File: config.mk
export PLATFORM = sky130hd
export DESIGN_NAME = rwmf_ctrl
export DESIGN_NICKNAME = d
export VERILOG_FILES = /design/src/hdl/rwmf_pkg.sv /design/src/hdl/rwmf_ctrl.sv
export SDC_FILE = /design/constraint.sdc
export NUM_CORES = 1
export LEC_CHECK = 0
export ABC_CLOCK_PERIOD_IN_PS = 1500
export BUFFER_PORTS_ARGS = -buffer_cell sky130_fd_sc_hd__buf_2
export CAP_MARGIN = 20
export CORE_AREA = 2 2 39 41
export CTS_CLUSTER_DIAMETER = 150
export DETAILED_ROUTE_END_ITERATION = 7
export DIE_AREA = 0 0 41 43
export PLACE_DENSITY = 0.67
export SETUP_SLACK_MARGIN = 0.5
export SYNTH_ARGS = -nofsm -noshare
export SYNTH_HDL_FRONTEND = slang
export SYNTH_SLANG_ARGS = --single-unit
File: constraint.sdc
create_clock -name clk -period 1.5 [get_ports clk]
set_input_delay 0.075 -clock clk [delete_from_list [all_inputs] [get_ports clk]]
set_output_delay 0.075 -clock clk [all_outputs]
set_load 0.01 [all_outputs]
File: src/hdl/rwmf_pkg.sv
package rwmf_pkg;

    localparam int MAX_RADIUS = 3;
    localparam int MAX_WIDTH  = 1024;
    localparam int HEIGHT_LIMIT = 1024;
    localparam int LINE_SLOTS = 2 * MAX_RADIUS;
    localparam int WIN_TAPS   = 2 * MAX_RADIUS + 1;
    localparam int COL_W      = $clog2(MAX_WIDTH);
    localparam int ROW_W      = $clog2(HEIGHT_LIMIT);
    localparam int SLOT_W     = $clog2(LINE_SLOTS);
    localparam int RAD_W      = 2;
    localparam int DIM_W      = 11;
    localparam int K_W        = $clog2(2 * MAX_RADIUS + 2);
    localparam int PIX_W      = 24;
    localparam int RAM_DEPTH  = LINE_SLOTS * MAX_WIDTH;
    localparam int RAM_AW     = $clog2(RAM_DEPTH);

    localparam logic [1:0] REG_RADIUS = 2'd0;
    localparam logic [1:0] REG_WIDTH  = 2'd1;
    localparam logic [1:0] REG_HEIGHT = 2'd2;

    localparam logic [7:0] ALPHA_OPAQUE = 8'hFF;

    // controller to datapath
    typedef struct packed {
        logic load;     // capture pixel, start column maximum
        logic rd;       // issue line read for tap k
        logic acc;      // merge returned line data
        logic fin;      // write line, shift window, advance counters
        logic emit;     // load output register
    } rwmf_cmd_t;

    // datapath to controller
    typedef struct packed {
        logic [K_W-1:0] taps;   // lines above to read
        logic           hit;    // this pixel completes a window
    } rwmf_sts_t;

    function automatic logic [PIX_W-1:0] chan_max(input logic [PIX_W-1:0] a,
                                                  input logic [PIX_W-1:0] b);
        logic [PIX_W-1:0] res;
        res = '0;
        for (int i = 0; i < 3; i++) begin
            res[i*8 +: 8] = (a[i*8 +: 8] > b[i*8 +: 8]) ? a[i*8 +: 8] : b[i*8 +: 8];
        end
        return res;
    endfunction

endpackage

File: src/hdl/rwmf_ctrl.sv
module rwmf_ctrl (
    input  logic                clk,
    input  logic                rst_n,
    input  logic                in_valid,
    output logic                in_ready,
    input  logic                out_valid,
    input  logic                out_ready,
    input  rwmf_pkg::rwmf_sts_t sts,
    output rwmf_pkg::rwmf_cmd_t cmd
);

    localparam logic [1:0] S_IDLE = 2'd0;
    localparam logic [1:0] S_READ = 2'd1;
    localparam logic [1:0] S_FIN  = 2'd2;

    logic [1:0] state_reg, state_next;
    logic [rwmf_pkg::K_W-1:0] k_reg, k_next;   // reads issued
    logic rd_pend_reg, rd_pend_next;

    // output slot is free or being drained this cycle
    logic out_free;
    assign out_free = !out_valid || out_ready;

    assign in_ready = (state_reg == S_IDLE);

    // sequencing of line reads, one per cycle, each merged in the cycle after its read
    always_comb
    begin
        state_next   = state_reg;
        k_next       = k_reg;
        rd_pend_next = 1'b0;
        cmd          = '0;
        cmd.acc      = rd_pend_reg;
        case (state_reg)
            S_IDLE:
            begin
                if (in_valid)
                begin
                    cmd.load   = 1'b1;
                    k_next     = '0;
                    state_next = S_READ;
                end
            end
            S_READ:
            begin
                if (k_reg < sts.taps)
                begin
                    cmd.rd       = 1'b1;
                    rd_pend_next = 1'b1;
                    k_next       = k_reg + 1'b1;
                end
                else if (!rd_pend_reg)
                begin
                    state_next = S_FIN;
                end
            end
            S_FIN:
            begin
                if (!sts.hit || out_free)
                begin
                    cmd.fin    = 1'b1;
                    cmd.emit   = sts.hit;
                    state_next = S_IDLE;
                end
            end
            default:
            begin
                state_next = S_IDLE;
            end
        endcase
    end

    always_ff @(posedge clk or negedge rst_n)
    begin
        if (!rst_n)
        begin
            state_reg   <= S_IDLE;
            k_reg       <= '0;
            rd_pend_reg <= 1'b0;
        end
        else
        begin
            state_reg   <= state_next;
            k_reg       <= k_next;
            rd_pend_reg <= rd_pend_next;
        end
    end

endmodule

==> impl_metrics.csv, run 1 <==
group,metric,value,unit
run_status,outcome,"finished, violations left",
run_status,violations,"negative setup slack",
logic_synthesis,synth_cell_types,23,
drt,met3_length,46,um
power,p_leak,0.332,nW
logic_synthesis,netlist_top_cells_area,"dfrtp_1 (37%), ha_1 (9.1%), a211o_1 (4.3%), a31o_4 (4.3%), nor4b_1 (4.3%)",
power,power.switching,0.476,mW
drt,met1_length,419,um
drt,drcViolationCount,0,
logic_synthesis,syn_area,410,sq um
placed_design,numPortBuffers,14,
global_routing,antenna_found_initial,0,
timing,setup_violations,3,
layout,fillers,130,
worst_setup_path,crit_chain,"ha_4 > a21o_1 > a31o_4 > nor2_4 > and2_4 > buf_6",
logic_synthesis,synth-warning-count,0,
timing,skew,1.59,ps
worst_setup_path,crit_type,"flip-flop to primary output",
layout,syn_to_final_growth,54.9,%
timing,drv_slew,0,
clocking,cts-root-buf,"clkbuf_4",
layout,diodes,0,
logic_synthesis,synthCells,43,
floorplan,die_y,43,um
logic_synthesis,yosysTopAreaCellShare,36.6,%
placed_design,dpl.hpwl,657,um
worst_setup_path,crit_path_max_incr_delay,400,ps
layout,fin_area,636,sq um
global_routing,grt.total_usage,13.5,%
timing,rsz0062_at_grt,"true",
drt,met2WireLength,436,um
drt,route.vias.total,404,
logic_synthesis,yosysTopAreaCell,"dfrtp_1",
global_routing,grt_max_degree,8,
logic_synthesis,syn-num-nets,55,
drt,routedWlPerCell,10.9,um
timing,setup_slack,-148,ps
global_routing,grt-ovfl-total,0,
global_routing,grt_pass1_wl,1.63,mm
timing,tns,-301,ps
worst_setup_path,cp-end-kind,"primary output",
drt,drtIter0Drc,1,
clocking,cts_tree,"done",
power,power_frac_comb,62.7,%
worst_setup_path,reg2reg_from,"k_reg[2]",
clocking,cts_made_buffers,3,
placed_design,place_area,537,sq um
floorplan,num_rows,14,
timing,max_slew.worst_pin.slew,365,ps
timing,fmax,607,MHz
floorplan,pin_count,15,
logic_synthesis,ys_ff_latch,6,
hold_path,holdCritPathClass,"primary input to flip-flop",
flow_run,maxCapViolCount,0,
drt,top_layer,"met4",
power,p_int,0.803,mW
layout,final_layout_size_suffix_gt1_share,55.2,%
worst_setup_path,crit_slowest_cell,"dfrtp_1",
drt,ant_nets,0,
logic_synthesis,syn_area_per_cell,9.54,sq um
floorplan,die_area,1760,sq um
layout,final_core_util,45.9,%
placed_design,gp_congestion,0.726,
drt,firstDrtPassIters,2,
timing,finalHoldViolations,0,
timing,min_period_over_period,110,%
floorplan,die_x,41,um
clocking,htree_levels,1,
power,vdd_drop_max,0.812,mV
power,sw_frac_of_total,37.2,%
worst_setup_path,cp_data_required_time,1420,ps
timing,slew_headroom,75.6,%
worst_setup_path,path_max_fanout,3,
layout,largest_reg_flops,3,
layout,multi_input_area,279,sq um
drt,wl,908,um
global_routing,grt_pass1_vias,410,
layout,fin_nets,81,
layout,seq_area,153,sq um
logic_synthesis,synthArstFlopShare,100,%
worst_setup_path,startpoint,"k_reg[2]",
clocking,clock_latency,240,ps
clocking,clockBufferDepth,2,
power,p_clk_share,11.4,%
logic_synthesis,synth_seq_area_share,36.6,%
power,pwr_density_cell,2010,nW/um^2
clocking,clkTransAtPathRegs,40,ps
logic_synthesis,synth_edf_count,0,
timing,final.min_clock_period,1650,ps
logic_synthesis,synthFlopType,"dfrtp_1",
hold_path,min-delay-start,"sts[0]",
worst_setup_path,startpoint_type,"flip-flop",
clocking,numClockSinks,6,
drt,routed_via_density,4.87,
floorplan,coreArea,1380,sq um
worst_setup_path,worstPathArrival,1570,ps
floorplan,initial_core_util,29.7,%
power,seqPwrFrac,25.9,%
## cell usage in the layout (no fill, tap or decap), drive strengths merged, types with 3 or more instances in the layout
master and count:
buf 23, dfrtp 6, nand2 4, clkbuf 3
nand2b 3, nor2 3, a21oi 3, ha 3
## layout make-up
| type | instances | area share (%) |
|---|---|---|
| Clock buffer | 3 | 3.54 |
| Inverter | 2 | 1.18 |
| Multi-Input combinational cell | 32 | 43.9 |
| Sequential cell | 6 | 24.0 |
| Tap cell | 16 | 3.15 |
| Timing Repair Buffer | 24 | 24.2 |
## per-layer routing
layer	GRT usage (%)	vias up
met1	16.6	191
met2	20.3	8
met3	3.14	2
met5	0	-
met4	8.00	0
li1	-	203
## critical path, delay by kind of cell, from the launching register on
kind                       cells  cell delay (ps)
AOI/OAI and AO/OA              2              390
and+or+nand+nor                2              230
DFF                            1              400
buffers and inverters          1               90
adders and majority gates      1              220
## cell families after synthesis
family	after synthesis	share of synthesized area, %
AND/OR/NAND/NOR	17	25.0
AO/OA/AOI/OAI	12	22.9
flip-flops	6	36.6
buffers and inverters	5	6.40
adder cells (fa/ha/maj)	3	9.15
## metrics by stage
stage          hold WS [ps]  power (mW)  std cells  setup WS [ps]
2_1_floorplan          -221       0.773         43          -43.7
3_3_place_gp          -89.7       0.924         74          -26.0
3_5_place_dp          -91.1       0.927         74          -53.3
4_1_cts                 111        1.28         82           -160
5_1_grt                 111        1.41         83           -222
6_report                118        1.28         83           -148
## worst paths after layout
| kind | end | slack (ps) | cells after the start |
|---|---|---|---|
| max | cmd[3] | -150 | 6 |
| min | state_reg[1] | 120 | 3 |
| max reg2reg | k_reg[0] | -90 | 6 |
| min reg2reg | state_reg[1] | 490 | 1 |
| max in group asynchronous | state_reg[0] | 1150 | 2 |
| min in group asynchronous | rd_pend_reg | 190 | 2 |
## synthesized netlist by cell type (2+ instances only)
| library cell | count |
|---|---|
| dfrtp_1 | 6 |
| ha_1 | 3 |
| nand2_1 | 4 |
| nor4b_1 | 2 |
| inv_1 | 2 |
| nand2b_1 | 2 |
| a211o_1 | 2 |
| buf_4 | 2 |
| and2_1 | 2 |
| a21oi_1 | 3 |
| nor2_1 | 3 |
## power groups by stage
stage               Clock (mW)  Combinational, mW  Sequential, mW
finish                   0.146              0.803           0.331
global route             0.167              0.899           0.344
CTS                      0.155              0.796           0.326
detailed placement           0              0.591           0.336
global placement             0              0.589           0.335
floorplan                    0              0.471           0.302
## repair_timing
action                     4_1_cts  5_1_grt
gates resized for setup          8        0
setup endpoints to repair       11       11
hold endpoints to repair         6        0
buffers inserted                 4        1
hold buffers                     1        0
pin swaps                        3        0
No activity file was read; power rests on OpenSTA's default activity.
==> run 2, diff against run 1 <==
- ABC_AREA: not set -> 1
- GPL_TIMING_DRIVEN: not set -> 0
- MAX_ROUTING_LAYER: not set -> met4
- PLACE_DENSITY: 0.67 -> 0.69
==> run 2 against run 1 <==
Effect of this change:
- critical endpoint unchanged
- combinational power grew 10%
- the run still ends with negative setup slack left
- routed wire length is 12% higher
- via count increased by 16%
- sequential power decreased by 11%
- clock skew up 10 ps
- fmax grew 9.7%
- non-clock buffer count up 2
- area after synthesis rose by 6.1%
- die area stayed put
==> impl_metrics.csv, run 2 <==
group,metric,value,unit
run_status,outcome,"finished, violations left",
run_status,violations,"negative setup slack",
logic_synthesis,synth_edf_count,0,
global_routing,grt-ovfl-total,0,
floorplan,die_y,43,um
clocking,clkTransAtPathRegs,50,ps
timing,skew,11.7,ps
power,power_frac_comb,66.3,%
floorplan,num_rows,14,
floorplan,coreArea,1380,sq um
logic_synthesis,netlist_top_cells_area,"dfrtp_1 (34%), nand2_1 (16%), inv_1 (10%), ha_1 (8.6%), nand3_1 (5.7%)",
timing,max_slew.worst_pin.slew,162,ps
global_routing,grt.total_usage,12.7,%
placed_design,dpl_worst_slack,110,ps
logic_synthesis,syn-num-nets,73,
power,p_int,0.786,mW
clocking,clockBufferDepth,2,
clocking,htree_levels,1,
clocking,cts-root-buf,"clkbuf_4",
clocking,cts_tree,"done",
worst_setup_path,startpoint_type,"flip-flop",
hold_path,min-delay-start,"sts[0]",
worst_setup_path,cp_data_required_time,1420,ps
layout,diodes,0,
flow_run,maxCapViolCount,0,
timing,drv_slew,0,
logic_synthesis,yosysTopAreaCellShare,34.5,%
drt,route.vias.total,470,
worst_setup_path,reg2reg_from,"k_reg[2]",
layout,final_layout_size_suffix_gt1_share,59.1,%
drt,wl,1.02,mm
worst_setup_path,worstPathArrival,1430,ps
worst_setup_path,startpoint,"k_reg[1]",
power,p_clk_share,11.6,%
layout,final_core_util,52.5,%
layout,most-common-layout-cells,"nand2_1 (12), nand2_2 (10), buf_2 (10)",
floorplan,pin_count,15,
hold_path,holdCritPathClass,"primary input to flip-flop",
placed_design,gp_congestion,0.759,
logic_synthesis,ys_ff_latch,6,
logic_synthesis,syn_area_per_cell,7.14,sq um
worst_setup_path,path_max_fanout,3,
timing,final.min_clock_period,1500,ps
power,vdd_drop_max,0.990,mV
global_routing,grt_max_degree,7,
power,power.switching,0.544,mW
layout,largest_reg_flops,3,
global_routing,antenna_found_initial,0,
placed_design,dpl.hpwl,634,um
timing,hold_ws,140,ps
timing,slew_headroom,89.1,%
layout,fin_nets,102,
global_routing,grt_pass1_vias,387,
power,pwr_density_cell,1830,nW/um^2
floorplan,initial_core_util,31.5,%
drt,firstDrtPassIters,2,
timing,finalHoldViolations,0,
floorplan,die_x,41,um
drt,ant_nets,0,
drt,routed_via_density,4.52,
power,p_leak,0.410,nW
logic_synthesis,synth_cell_types,16,
logic_synthesis,syn_area,435,sq um
logic_synthesis,yosysTopAreaCell,"dfrtp_1",
floorplan,die_area,1760,sq um
power,sw_frac_of_total,40.9,%
logic_synthesis,yosysMostFrequentCell,"nand2_1",
worst_setup_path,cp-end-kind,"primary output",
timing,min_period_over_period,100,%
timing,rsz0062_at_grt,"true",
layout,syn_to_final_growth,67.0,%
layout,final_common_cell,"nand2_1",
drt,routedWlPerCell,9.77,um
placed_design,numPortBuffers,14,
worst_setup_path,crit_type,"flip-flop to primary output",
clocking,clock_latency,250,ps
clocking,cts_made_buffers,3,
logic_synthesis,yosys-top-cells-count,"nand2_1 (19), inv_1 (12), dfrtp_1 (6)",
logic_synthesis,synth_seq_area_share,34.5,%
drt,drcViolationCount,0,
logic_synthesis,synthCells,61,
clocking,numClockSinks,6,
timing,setup_slack,-2.71,ps
logic_synthesis,synthArstFlopShare,100,%
timing,fmax,665,MHz
power,seqPwrFrac,22.0,%
global_routing,grt_pass1_wl,1.46,mm
logic_synthesis,synthFlopType,"dfrtp_1",
timing,setup_violations,1,
logic_synthesis,synth-warning-count,0,
drt,drtIter0Drc,3,
## run 2: cell types whose count changed after synthesis, moves of 2 or more
cell / change
nand2_1: +15
nand2_2: +3
nand2b_1: -2
a21oi_1: -2
inv_1: +10
nor4b_1: -2
nand3_1: +5
a211o_1: -2
and2_1: -2
## run 2: metal layers
layer / global-route usage, % / part of all wire (%) / routed length, um
met1: 13.1 / 38 / 386
met2: 21.3 / 53 / 539
met4: 0 / 2.7 / 27
met5: - / 0 / 0
met3: 7.85 / 6.1 / 62
## run 2: path summary, 6_finish.rpt
| kind | endpoint | slack (ps) | depth (start not counted) |
|---|---|---|---|
| setup / recovery | cmd[3] | -3 | 8 |
| hold / removal | state_reg[1] | 140 | 3 |
| min in group asynchronous | k_reg[2] | 180 | 2 |
| hold reg to reg | k_reg[0] | 540 | 2 |
| setup reg to reg | state_reg[1] | 40 | 9 |
| max in group asynchronous | k_reg[1] | 1160 | 2 |
## run 2: critical path: stages, from the launching register on
cell and delay (ps):
dfrtp_1 400, ha_1 290, nand2_2 60, inv_2 50
nand2_2 50, nand2_4 80, clkinv_4 50, buf_6 100
buf_6 110
## run 2: power by group through the flow
stage / registers, mW / clock network (mW) / logic, mW
2_1_floorplan: 0.273 / 0 / 0.411
3_3_place_gp: 0.283 / 0 / 0.519
3_5_place_dp: 0.284 / 0 / 0.531
4_1_cts: 0.289 / 0.155 / 0.708
5_1_grt: 0.302 / 0.173 / 0.971
6_report: 0.293 / 0.155 / 0.883
## run 2: stage by stage
step	power (mW)	area [sq um]	cells	setup TNS, ps
6_report	1.33	727	104	-2.71
3_3_place_gp	0.801	531	91	0
2_1_floorplan	0.684	440	61	0
3_5_place_dp	0.815	531	91	0
4_1_cts	1.15	636	101	-55.1
5_1_grt	1.45	727	104	-103
## run 2: final cells by class
type                       count  area (sq um)
fill                         133           657
multi-input combinational     40           277
timing repair buffer          24           184
sequential                     6           151
inverter                      13          53.8
clock buffer                   3          22.5
tap                           16          20.0
buffer                         2          18.8
## run 2: cell families after synthesis
family          after synthesis  synth area share, %
buf+inv                      15                 14.9
fa+ha+maj                     3                 8.62
flops                         6                 34.5
xor+xnor                      1                 2.01
compound gates                1                 1.15
simple gates                 35                 38.8
## run 2: timing repair
action,in CTS,in global routing
buffers inserted,6,3
hold buffers,1,0
cloned,0,0
endpoints found under the setup margin,11,11
gates resized for setup,8,18
endpoints found under the hold margin,6,0
pin swaps,5,11
==> run 3, diff against run 2 <==
- BUFFER_PORTS_ARGS: -buffer_cell sky130_fd_sc_hd__buf_2 -> -buffer_cell sky130_fd_sc_hd__clkbuf_2
==> run 3 against run 2 <==
Effect of this change:
- the run now ends clean
- core utilization down 0.090 points
- cell count up 0.96%
- via count down 2.6%
- non-clock buffer count grew 1
- flip-flop and latch count is the same
- fmax increased by 0.58%
- global-route usage up 1.2 points
- combinational power up 5.5%
- sequential power about the same
==> impl_metrics.csv, run 3 (synthesis gave the netlist of run 2 again) <==
group,metric,value,unit
run_status,outcome,"complete, no violations",
drt,route.vias.total,458,
worst_setup_path,reg2reg_from,"k_reg[2]",
clocking,clock_latency,240,ps
drt,routed_via_density,4.36,
drt,drtIter0Drc,4,
layout,final_cells,105,
drt,wl,960,um
worst_setup_path,path_max_fanout,2,
clocking,cts_made_buffers,3,
global_routing,grt_pass1_vias,442,
drt,drcViolationCount,0,
clocking,clockBufferDepth,2,
clocking,clkTransAtPathRegs,50,ps
layout,diodes,0,
layout,largest_reg_flops,3,
placed_design,numPortBuffers,14,
clocking,numClockSinks,6,
worst_setup_path,cp-end-kind,"primary output",
worst_setup_path,reg2reg_to,"k_reg[1]",
timing,final.min_clock_period,1490,ps
floorplan,pin_count,15,
floorplan,initial_core_util,31.5,%
hold_path,whs_endpoint,"state_reg[1]",
flow_run,maxCapViolCount,0,
timing,min_period_over_period,99.6,%
placed_design,dpl.hpwl,610,um
floorplan,die_x,41,um
worst_setup_path,cp_data_required_time,1420,ps
timing,fmax,669,MHz
global_routing,grt_max_degree,7,
worst_setup_path,worstPathArrival,1420,ps
layout,syn_to_final_growth,66.7,%
floorplan,die_y,43,um
worst_setup_path,startpoint_type,"flip-flop",
power,total_power,1.37,mW
power,vdd_drop_max,0.848,mV
hold_path,min-delay-start,"sts[0]",
timing,slew_headroom,89.0,%
drt,routedWlPerCell,9.14,um
floorplan,num_rows,14,
timing,skew,10.5,ps
timing,max_slew.worst_pin.slew,166,ps
placed_design,gp_congestion,0.758,
floorplan,die_area,1760,sq um
worst_setup_path,ff2ff_path_depth,10,
drt,firstDrtPassIters,4,
layout,fillers,132,
clocking,cts-root-buf,"clkbuf_4",
timing,rsz0062_at_grt,"true",
global_routing,antenna_found_initial,0,
timing,drv_slew,0,
timing,setup_violations,0,
layout,most-common-layout-cells,"nand2_1 (15), inv_1 (10), clkbuf_2 (9)",
placed_design,place_inst,91,
floorplan,coreArea,1380,sq um
hold_path,whs_path_depth,3,
drt,ant_nets,0,
global_routing,grt_pass1_wl,1.61,mm
clocking,htree_levels,1,
timing,finalHoldViolations,0,
power,p_leak,0.422,nW
global_routing,grt.total_usage,14.0,%
layout,fin_nets,103,
clocking,cts_tree,"done",
layout,final_layout_size_suffix_gt1_share,52.8,%
power,pwr_density_cell,1890,nW/um^2
worst_setup_path,rrSetupSlack,70,ps
hold_path,holdCritPathClass,"primary input to flip-flop",
layout,final_common_cell,"nand2_1",
worst_setup_path,crit_type,"flip-flop to primary output",
global_routing,grt-ovfl-total,0,
-- run 3: changes by cell type in the layout (fill, tap and decap cells not counted), sizes merged --
| cell | change |
|---|---|
| clkbuf | +9 |
| buf | -8 |
-- run 3: worst max-delay path by stage --
stage                    to  slack, ps  cells past startpoint     start
6_report             cmd[3]          6                      8  k_reg[2]
3_5_place_dp         cmd[3]        140                      8  k_reg[2]
4_1_cts              cmd[3]        -30                      8  k_reg[2]
2_1_floorplan  state_reg[1]        310                      7  k_reg[2]
3_3_place_gp         cmd[3]        160                      8  k_reg[2]
5_1_grt              cmd[3]        -70                      8  k_reg[2]
-- run 3: power breakdown --
group          switching (mW)  internal (mW)  leakage [nW]
combinational           0.425          0.507         0.331
clock                  0.0565         0.0904        0.0138
sequential             0.0616          0.229        0.0771
total                   0.543          0.826         0.422
-- run 3: per-stage QoR --
stage               worst slack, ps  setup TNS (ps)  area [sq um]  utilization, %  hold slack [ps]
finish                         5.92               0           726            52.4              119
global route                  -68.2           -69.5           726            52.4              128
CTS                           -33.5           -33.5           702            50.7              104
detailed placement              141               0           531            38.3            -90.0
global placement                155               0           531            38.3            -91.0
floorplan                       307               0           440               -             -221
-- run 3: layer usage --
layer,up-vias,part of all wire (%),global-route usage (%)
li1,237,-,-
met1,213,42,13.1
met2,8,54,24.1
met3,0,4.3,6.28
met4,0,0,4.00
met5,-,0,-
-- run 3: final cells by class --
type | count | area, sq um | area share, %
multi-input combinational | 40 | 270 | 37.2
tap | 16 | 20.0 | 2.76
sequential | 6 | 151 | 20.9
buffer | 2 | 18.8 | 2.59
clock buffer | 3 | 22.5 | 3.10
timing repair buffer | 25 | 189 | 26.0
inverter | 13 | 53.8 | 7.41
-- run 3: what timing repair did --
item | 4_1_cts | 5_1_grt
setup buffers | 10 | 0
pin swaps | 9 | 4
endpoints found under the hold margin | 6 | 0
setup endpoints to repair | 11 | 11
hold buffers | 1 | 0
gates cloned | 0 | 0
resized for setup | 18 | 7
-- run 3: worst max-delay path, cell delays in order, from the launching register on --
cell and delay (ps):
dfrtp_1 400, ha_4 290, nand2_2 40, inv_1 50, nand2_2 60, nand2_4 80, clkinv_4 50, buf_6 100
buf_6 110
